`config.mk`:
```
export PLATFORM = sky130hd
export DESIGN_NAME = hbq_less
export DESIGN_NICKNAME = d
export VERILOG_FILES = /design/src/hw/rtl/hbq_less.sv
export SDC_FILE = /design/constraint.sdc
export NUM_CORES = 1
export LEC_CHECK = 0
export ABC_AREA = 1
export BUFFER_PORTS_ARGS = -buffer_cell sky130_fd_sc_hd__buf_2
export CAP_MARGIN = 15
export CORE_MARGIN = 5
export CORE_UTILIZATION = 42
export DETAILED_ROUTE_END_ITERATION = 8
export PLACE_DENSITY_LB_ADDON = 0.1
export SLEW_MARGIN = 0
export SYNTH_ARGS = -nofsm -noshare
export SYNTH_HDL_FRONTEND = slang
export SYNTH_SLANG_ARGS = --single-unit
```
`constraint.sdc`:
```
create_clock -name vclk -period 1.2
set_input_delay 0.06 -clock vclk [all_inputs]
set_output_delay 0.06 -clock vclk [all_outputs]
set_load 0.02 [all_outputs]
```
`src/hw/rtl/hbq_less.sv`:
```
// ----------------------------------------------------------------------------
// hbq_less
// shared signed key compare, a strictly below b
// ----------------------------------------------------------------------------
module hbq_less (
  input  logic signed [31:0] a,
  input  logic signed [31:0] b,
  output logic               lt
);

  assign lt = (a < b);

endmodule

```
==> results_dict.tcl <==
set metrics [dict create \
    critPathLaunchType "primary input" \
    slew_headroom_pct 89.0 \
    drtPass1Iterations 4 \
    violations "negative setup slack" \
    slowest_stage "ha_4" \
    max_freq_ghz 0.773 \
    critPathBufInv 2 \
    dr_wl_met3_um 170 \
    synthCells 135 \
    setup-violations-final 1 \
    synth_top_area_share_pct 46.3 \
    total_leakage_power_uw 0.000861 \
    powerDensity_mw_per_mm2 338 \
    fillers 166 \
    dieArea_mm2 0.00299 \
    status "finished with violations" \
    grtUsageTotal_pct 16.0 \
    min_period_over_period_pct 108 \
    wl_met2_um 1320 \
    final_antenna_net_count 0 \
    ys_seq_area_share_pct 0 \
    wl_met1_um 762 \
    die_y_um 54.7 \
    fin_crit_ns 1.29 \
    yosys_warnings 0 \
    dp.final_hpwl_um 1880 \
    top_layer "met4" \
    ir_drop_v 0.000199 \
    start_util_pct 43.6 \
    regArea_um2 0 \
    synth_area_um2 838 \
    nFlopsAndLatches 0 \
    fin_area_mm2 0.00145 \
    crit_fanout 2 \
    gp_congestion 0.633 \
    drt_iter0_drc 2 \
    crit_arrival_ns 1.23 \
    path_cells "buf_2, ha_4, a21oi_2, o21ai_1, a21o_1, a21oi_2, nand2_1, nand2_1, nand2_1, buf_6" \
    die_x_um 54.7 \
    layout.cells.non_filler 229 \
    tightest_slew_ns 0.163 \
    criticalPathCategory "primary input to output pin" \
    yosysTopAreaCell "ha_1" \
    grt_overflow 0 \
    rows 16 \
    drc 0 \
    antenna_found_initial 0 \
    yosysUniqueCellTypes 17 \
    grt_max_degree 4 \
    critPathRequiredTime_ns 1.14 \
    cp_common_cell "nand2_1" \
    wirelength_um 2290 \
    cp_slowest_stage_delay_ns 0.24 \
    end_kind "output pin" \
    wl_per_cell_um 9.99 \
    n_antenna_cell 0 \
    ios 65 \
    hp-class "primary input to output pin" \
    slew_violations 0 \
    clkbuf_count 0 \
    placed_cell_area_mm2 0.00121 \
    viasPerCell 4.61 \
    grt_pass1_wl_um 3720 \
    avgSynthCellArea_um2 6.21 \
    syn_to_final_growth_pct 72.8 \
    crit_family "compound AO/OA/AOI/OAI gates" \
    hold_viol_final 0 \
    rsz0062_at_grt "yes" \
    portBuffers 65 \
    post-place-cells 229 \
    num_vias 1055 \
    synth.area.top_cells "ha_1 46%, inv_1 17%, nand2_1 13%" \
    drive_gt1_share_pct 53.0 \
    core_area_mm2 0.00192 \
    fin_ws_ns -0.0936 \
    grt_pass1_vias 1071 \
    syn_nets 230 \
    fin_nets 299 \
    drv_cap 0 \
]
## per-stage QoR
stage	hold WS (ns)	setup slack, ns	utilization (%)	setup TNS [ns]	power (µW)
6_report	0.727	-0.0936	75.4	-0.0936	489
5_1_grt	0.754	-0.219	75.4	-0.219	564
4_1_cts	0.735	-0.0915	75.4	-0.0915	486
3_5_place_dp	0.783	-0.178	63.1	-0.178	377
3_3_place_gp	0.757	-0.152	63.1	-0.152	361
2_1_floorplan	0.510	0.0633	-	0	218
## cells in the mapped netlist
master   count
nor2_1       5
nor3_1       1
inv_1       38
a21oi_1     14
nand2_1     29
o21a_2       1
a21o_1       1
nand4_1      1
a21oi_2      2
ha_1        31
nand2_2      1
nor2_2       1
o21ai_0      3
nor3_2       1
nand3_1      2
o21ai_1      2
inv_2        2
## cell families (layout without fill, tap and decap cells)
logic type               after synthesis  in the layout  synth area share (%)
AO/OA/AOI/OAI                         23             23                  15.4
adder cells (fa/ha/maj)               31             31                  46.3
buffers and inverters                 40            107                  17.9
AND/OR/NAND/NOR                       41             41                  20.4
## cells in the final DEF, fill, tap and decap left out, types with 3 or more instances in the layout
master	n
nand2_2	3
inv_2	10
nor2_1	4
nand2_1	27
o21ai_1	5
inv_1	30
a21oi_2	7
a21oi_1	9
buf_2	61
ha_4	14
buf_6	4
ha_1	17
## tightest hold or removal path, delay by kind of cell
| family | cells | cell delay, ns |
|---|---|---|
| buffers and inverters | 4 | 0.36 |
| adder cells (fa/ha/maj) | 1 | 0.14 |
| AND/OR/NAND/NOR | 2 | 0.10 |
## metal layers
metal	up-vias	track usage, %
met5	-	0
met4	0	3.73
met3	4	0.817
met2	37	35.6
met1	451	14.9
li1	563	-
## power by group
group / internal (µW) / total (µW) / switching (µW)
sequential: 0 / 0 / 0
combinational: 263 / 489 / 226
clock: 0 / 0 / 0
## area by class of cell
class | instances | area, µm² | share of cell area, %
multi-input cells | 95 | 900 | 62.1
repair buffers | 67 | 365 | 25.2
inverters | 40 | 150 | 10.4
well taps | 27 | 33.8 | 2.33
## worst paths after layout
check	cells after the start	startpoint	slack [ns]	to
min	7	a[31]	0.73	lt
max	10	a[21]	-0.09	lt
## timing repair
action	in CTS	in global routing
pin swaps	17	0
resized for setup	40	0
endpoints found under the setup margin	1	1
hold buffers	0	0
hold endpoints to repair	0	0
buffers inserted	0	0
(Power assumes the default switching activity.)
