[src/hw/rtl/hbq_pkg.sv]
// ----------------------------------------------------------------------------
// hbq_pkg
// shared types, codes and defaults of the binary min-heap queue
// ----------------------------------------------------------------------------
package hbq_pkg;

  localparam int DEF_CAPACITY = 1024;

  localparam logic [1:0] CMD_INSERT = 2'd0;
  localparam logic [1:0] CMD_REMOVE = 2'd1;
  localparam logic [1:0] CMD_PEEK   = 2'd2;

  localparam logic [1:0] ST_OK    = 2'd0;
  localparam logic [1:0] ST_EMPTY = 2'd1;
  localparam logic [1:0] ST_FULL  = 2'd2;

  typedef struct packed {
    logic signed [31:0] key;
    logic [7:0]         payload;
  } entry_t;

  typedef struct packed {
    logic [1:0]         status;
    logic signed [31:0] key;
    logic [7:0]         payload;
    logic [10:0]        count;
  } result_t;

  typedef enum logic [3:0] {
    S_IDLE,
    S_INS_RD,
    S_INS_CMP,
    S_TOP_RD,
    S_TOP_CAP,
    S_DN_RD,
    S_DN_CH,
    S_DN_CMP,
    S_DONE
  } state_t;

endpackage

[src/hw/rtl/hbq_ctrl.sv]
// ----------------------------------------------------------------------------
// hbq_ctrl
// command sequencer, sift up and sift down with a held entry and a moving hole
// ----------------------------------------------------------------------------
module hbq_ctrl #(
  parameter int CAPACITY = hbq_pkg::DEF_CAPACITY
) (
  input  logic                          clk,
  input  logic                          rst,
  input  logic                          in_valid,
  output logic                          in_ready,
  input  logic [1:0]                    in_cmd,
  input  hbq_pkg::entry_t               in_entry,
  output logic                          res_valid,
  input  logic                          res_ready,
  output hbq_pkg::result_t              res,
  output logic                          mem_we,
  output logic [$clog2(CAPACITY)-1:0]   mem_waddr,
  output hbq_pkg::entry_t               mem_wdata,
  output logic [$clog2(CAPACITY)-1:0]   mem_raddr_a,
  output logic [$clog2(CAPACITY)-1:0]   mem_raddr_b,
  input  hbq_pkg::entry_t               mem_rdata_a,
  input  hbq_pkg::entry_t               mem_rdata_b,
  output logic signed [31:0]            cmp_a,
  output logic signed [31:0]            cmp_b,
  input  logic                          cmp_lt
);
  import hbq_pkg::*;

  localparam int AW = $clog2(CAPACITY);
  localparam int CW = $clog2(CAPACITY + 1);
  localparam int XW = AW + 2;
  localparam int EW = (CW > 11) ? CW : 11;

  state_t          state, state_next;
  logic [CW-1:0]   cnt;
  logic [AW-1:0]   pos;
  logic [AW-1:0]   cidx;
  logic [1:0]      cmd;
  entry_t          hold;
  entry_t          child;
  logic [1:0]      res_status;
  entry_t          res_entry;

  logic            accept;
  logic [AW-1:0]   parent;
  logic [XW-1:0]   c1, c2;
  logic            c1_ok, c2_ok;
  logic [EW-1:0]   cnt_ext;

  assign accept  = in_valid && in_ready;
  assign parent  = (pos - 1'b1) >> 1;
  assign c1      = (XW'(pos) << 1) + XW'(1);
  assign c2      = (XW'(pos) << 1) + XW'(2);
  assign c1_ok   = c1 < XW'(cnt);
  assign c2_ok   = c2 < XW'(cnt);
  assign cnt_ext = EW'(cnt);

  always_comb begin
    state_next = state;
    case (state)
      S_IDLE: begin
        if (accept) begin
          case (in_cmd)
            CMD_INSERT: state_next = (cnt == CW'(CAPACITY)) ? S_DONE : S_INS_RD;
            CMD_REMOVE, CMD_PEEK: state_next = (cnt == '0) ? S_DONE : S_TOP_RD;
            default: state_next = S_DONE;
          endcase
        end
      end
      S_INS_RD:  state_next = (pos == '0) ? S_DONE : S_INS_CMP;
      S_INS_CMP: state_next = cmp_lt ? S_INS_RD : S_DONE;
      S_TOP_RD:  state_next = S_TOP_CAP;
      S_TOP_CAP: state_next = (cmd == CMD_REMOVE) ? S_DN_RD : S_DONE;
      S_DN_RD:   state_next = c1_ok ? S_DN_CH : S_DONE;
      S_DN_CH:   state_next = S_DN_CMP;
      S_DN_CMP:  state_next = cmp_lt ? S_DN_RD : S_DONE;
      S_DONE:    state_next = res_ready ? S_IDLE : S_DONE;
      default:   state_next = S_IDLE;
    endcase
  end

  always_comb begin
    in_ready    = (state == S_IDLE);
    res_valid   = (state == S_DONE);
    mem_we      = 1'b0;
    mem_waddr   = pos;
    mem_wdata   = hold;
    mem_raddr_a = parent;
    mem_raddr_b = AW'(cnt - 1'b1);
    cmp_a       = hold.key;
    cmp_b       = mem_rdata_a.key;
    case (state)
      S_INS_RD: begin
        mem_we = (pos == '0);
      end
      S_INS_CMP: begin
        mem_we = 1'b1;
        if (cmp_lt) begin
          mem_wdata = mem_rdata_a;
        end
      end
      S_TOP_RD: begin
        mem_raddr_a = '0;
      end
      S_DN_RD: begin
        mem_we      = !c1_ok;
        mem_raddr_a = c1[AW-1:0];
        mem_raddr_b = c2[AW-1:0];
      end
      S_DN_CH: begin
        cmp_a = mem_rdata_b.key;
        cmp_b = mem_rdata_a.key;
      end
      S_DN_CMP: begin
        cmp_a  = child.key;
        cmp_b  = hold.key;
        mem_we = 1'b1;
        if (cmp_lt) begin
          mem_wdata = child;
        end
      end
      default: begin
      end
    endcase
  end

  always_ff @(posedge clk) begin
    if (rst) begin
      state <= S_IDLE;
      cnt   <= '0;
    end else begin
      state <= state_next;
      case (state)
        S_IDLE: begin
          if (accept && in_cmd == CMD_INSERT && cnt != CW'(CAPACITY)) begin
            cnt <= cnt + 1'b1;
          end
        end
        S_TOP_CAP: begin
          if (cmd == CMD_REMOVE) begin
            cnt <= cnt - 1'b1;
          end
        end
        default: begin
        end
      endcase
    end
  end

  always_ff @(posedge clk) begin
    case (state)
      S_IDLE: begin
        if (accept) begin
          cmd       <= in_cmd;
          hold      <= in_entry;
          pos       <= cnt[AW-1:0];
          res_entry <= '0;
          if (in_cmd == CMD_INSERT && cnt == CW'(CAPACITY)) begin
            res_status <= ST_FULL;
          end else if ((in_cmd == CMD_REMOVE || in_cmd == CMD_PEEK) && cnt == '0) begin
            res_status <= ST_EMPTY;
          end else begin
            res_status <= ST_OK;
          end
        end
      end
      S_INS_CMP: begin
        if (cmp_lt) begin
          pos <= parent;
        end
      end
      S_TOP_CAP: begin
        res_entry <= mem_rdata_a;
        hold      <= mem_rdata_b;
        pos       <= '0;
      end
      S_DN_CH: begin
        if (c2_ok && cmp_lt) begin
          child <= mem_rdata_b;
          cidx  <= c2[AW-1:0];
        end else begin
          child <= mem_rdata_a;
          cidx  <= c1[AW-1:0];
        end
      end
      S_DN_CMP: begin
        if (cmp_lt) begin
          pos <= cidx;
        end
      end
      default: begin
      end
    endcase
  end

  assign res.status  = res_status;
  assign res.key     = res_entry.key;
  assign res.payload = res_entry.payload;
  assign res.count   = cnt_ext[10:0];

endmodule
[config.mk]
export PLATFORM = sky130hd
export DESIGN_NAME = hbq_ctrl
export DESIGN_NICKNAME = d
export VERILOG_FILES = /design/src/hw/rtl/hbq_pkg.sv /design/src/hw/rtl/hbq_ctrl.sv
export SDC_FILE = /design/constraint.sdc
export NUM_CORES = 1
export LEC_CHECK = 0
export ABC_AREA = 0
export BUFFER_PORTS_ARGS = -buffer_cell sky130_fd_sc_hd__buf_2
export CAP_MARGIN = 15
export CORE_AREA = 2 2 158 222
export CTS_CLUSTER_DIAMETER = 40
export CTS_CLUSTER_SIZE = 30
export DETAILED_ROUTE_END_ITERATION = 12
export DIE_AREA = 0 0 160 224
export SLEW_MARGIN = 30
export SYNTH_ARGS = -nofsm -noshare
export SYNTH_HDL_FRONTEND = slang
export SYNTH_SLANG_ARGS = --single-unit
[constraint.sdc]
create_clock -name clk -period 14.7 [get_ports clk]
set_clock_uncertainty 0.15 [all_clocks]
set_input_delay 2.94 -clock clk [delete_from_list [all_inputs] [get_ports clk]]
set_output_delay 2.94 -clock clk [all_outputs]
set_load 0.005 [all_outputs]
==> flow_metrics.tcl <==
set metrics [dict create \
    status "complete, no violations" \
    start_util_pct 29.6 \
    grt_pass1_wl_um 53300 \
    synth_top_cells_by_count "nand2_1 (228), edfxtp_1 (144), o21ai_0 (94)" \
    ys_ff_latch 159 \
    synth.distinct_cells 68 \
    wl_per_cell_um 20.3 \
    cts_buffer_depth 2 \
    cts.repair.resized 0 \
    ant_nets 0 \
    cp_slowest_cell "buf_4" \
    cts_setup_buffers 0 \
    clock_tree.root_cell "clkbuf_16" \
    antenna_found_initial 1 \
    dr_wl_met2_um 18700 \
    endpoint_kind "output port" \
    clk_pin_slew_worst_paths_ns 0.07 \
    required_ns 11.61 \
    fin_crit_sh_pct 51.1 \
    overflow 0 \
    yosysMostFrequentCell "nand2_1" \
    synth-compound-area-share_pct 13.2 \
    hp-class "register to register" \
    post-route-min-period_ns 7.52 \
    p_leak_nw 5.10 \
    power_mw 1.22 \
    drive_above_1_share_pct 35.6 \
    numCtsBuffers 17 \
    cts.sinks 159 \
    startpoint_type "primary input" \
    drc_errors 0 \
    synth_top_family_by_area "simple AND/OR/NAND/NOR gates" \
    slew_viol_final 0 \
    timing.slew.headroom_pct 42.4 \
    core.rowCount 80 \
    crit_top_cell "buf_2" \
    final_nets 1445 \
    finalSetupViolCount 0 \
    clk_latency_ns 0.45 \
    routed.top_layer "met4" \
    dieHeight_um 224 \
    holdBufCountCts 0 \
    setup-tns-final_ns 0 \
    num_vias 9009 \
    synth-edff-count 144 \
    via_per_inst 5.13 \
    dr.first_iter.drc_count 553 \
    p_per_area_nw_per_um2 97.5 \
    grt_max_degree 61 \
    fp.coreArea_um2 33800 \
    irDropWorstVdd_mv 0.0637 \
    port_buffers 316 \
    tritoncts "done" \
    path_cells "buf_2, clkinv_1, buf_4, o21ai_0, buf_2" \
    synth_mux_area_share_pct 11.6 \
    grt_pass1_vias 8891 \
    synth-xor-area-share_pct 3.24 \
    cp_max_fo 31 \
    slowest_delay_ns 0.45 \
    dp.final_hpwl_um 24700 \
    route.met3.wl_um 2020 \
    die-area_um2 35800 \
    drtPass1Iterations 5 \
    synth_nets 1177 \
    synthArstFlopShare_pct 0 \
    drt_wl_total_um 35600 \
    cp.arrival_ns 4.43 \
    synth-warning-count 0 \
    fp.dieW_um 160 \
    synthCells 1023 \
    met1_length_um 14100 \
    area_growth_syn_to_layout_pct 25.0 \
    synthSimpleGateAreaFrac_pct 17.7 \
    max_freq_ghz 0.133 \
    io_pins 317 \
    synth_top_area_cell "edfxtp_1" \
    tightest_slew_ns 0.863 \
    dominantRegCellSynth "edfxtp_1" \
    maxCapViolations 0 \
    netlist.area_leader.share_pct 43.2 \
    synthAdderAreaFrac_pct 3.38 \
    hold_violations 0 \
    syn_area_per_cell_um2 9.78 \
    synth_area_leaders "edfxtp_1 (43%), nand2_1 (8.6%), mux2_2 (8.2%)" \
    critPathKind "primary input to output port" \
    rsz0062_at_grt "no" \
    h-tree-depth 4 \
    groute.usage.overall_pct 19.4 \
    gp_congestion 0.908 \
    synth_area_um2 10000 \
    synth_seq_area_share_pct 46.2 \
]
-- through the flow --
stage          utilization [%]  instances  area (um2)  setup WS, ns  hold WS [ns]
6_report                  37.0       1756       12500          7.18         0.382
5_1_grt                   37.0       1756       12500          7.07         0.411
4_1_cts                   36.9       1755       12500          7.23         0.377
3_5_place_dp              35.3       1723       11900          7.24         0.359
3_3_place_gp              35.3       1723       11900          7.24         0.351
2_1_floorplan                -       1023       10000          3.29         0.339
-- state kept, by name, indices dropped and copies added (netlist names) --
name	flops
hold	40
cmd	2
cnt	11
cidx	10
res_status	2
state	4
child	40
mem_waddr	10
res	40
-- per-layer routing --
metal / track usage (%) / vias up
met3: 3.89 / 48
met1: 22.9 / 4389
met4: 6.54 / 0
li1: - / 4211
met5: 0 / -
met2: 35.1 / 361
-- logic make-up (layout without fill, tap and decap cells) --
family | count (synthesis) | in the layout
buffers and inverters | 102 | 383
adder cells (fa/ha/maj) | 27 | 27
multiplexers | 107 | 107
flip-flops | 159 | 159
XOR/XNOR | 37 | 37
other | 0 | 1
AND/OR/NAND/NOR | 381 | 381
AO/OA/AOI/OAI | 210 | 210
-- final timing paths --
kind / to / start / slack (ns) / cells past startpoint
max: mem_wdata[37] / cmp_lt / 7.18 / 5
min: mem_waddr[9]$_DFFE_PP_ / cidx[9]$_DFFE_PP_ / 0.38 / 2
max reg2reg: child[27]$_DFFE_PP_ / mem_waddr[0]$_DFFE_PP_ / 10.41 / 13
min reg2reg: mem_waddr[9]$_DFFE_PP_ / cidx[9]$_DFFE_PP_ / 0.38 / 2
-- report_power, final --
group | total, mW | internal, mW | switching, mW
combinational | 0.218 | 0.0962 | 0.122
clock | 0.448 | 0.250 | 0.198
sequential | 0.553 | 0.527 | 0.0261
total | 1.22 | 0.873 | 0.346
-- cell type report --
cell class,instances,area [um2]
well taps,451,564
multi-input cells,762,4980
repair buffers,329,1680
inverters,22,82.6
clock inverters,14,144
diodes,1,2.50
clock buffers,18,429
fillers,3552,21300
flip-flops and latches,159,4630
-- cell usage in the layout (no fill, tap or decap), drive strengths merged, types with 3 or more instances in the layout --
| master | instances |
|---|---|
| buf | 329 |
| nand2 | 228 |
| edfxtp | 144 |
| o21ai | 100 |
| mux2 | 73 |
| a22oi | 47 |
| and2 | 43 |
| nor2 | 38 |
| mux2i | 34 |
| ha | 27 |
| a21oi | 24 |
| xnor2 | 23 |
| inv | 22 |
| clkbuf | 18 |
| dfxtp | 15 |
| nor3 | 15 |
| xor2 | 14 |
| nand3 | 13 |
| clkinv | 9 |
| nor4 | 8 |
| a31oi | 6 |
| and3 | 6 |
| nand4 | 5 |
| nand2b | 4 |
| or3 | 4 |
| a221o | 4 |
| nor2b | 3 |
| o22ai | 3 |
| clkinvlp | 3 |
-- critical path: cells and delay by family --
kind                   cells  cell delay [ns]
AO/OA/AOI/OAI              1             0.28
buffers and inverters      4             1.20
Power figures use the tool's default switching activity.
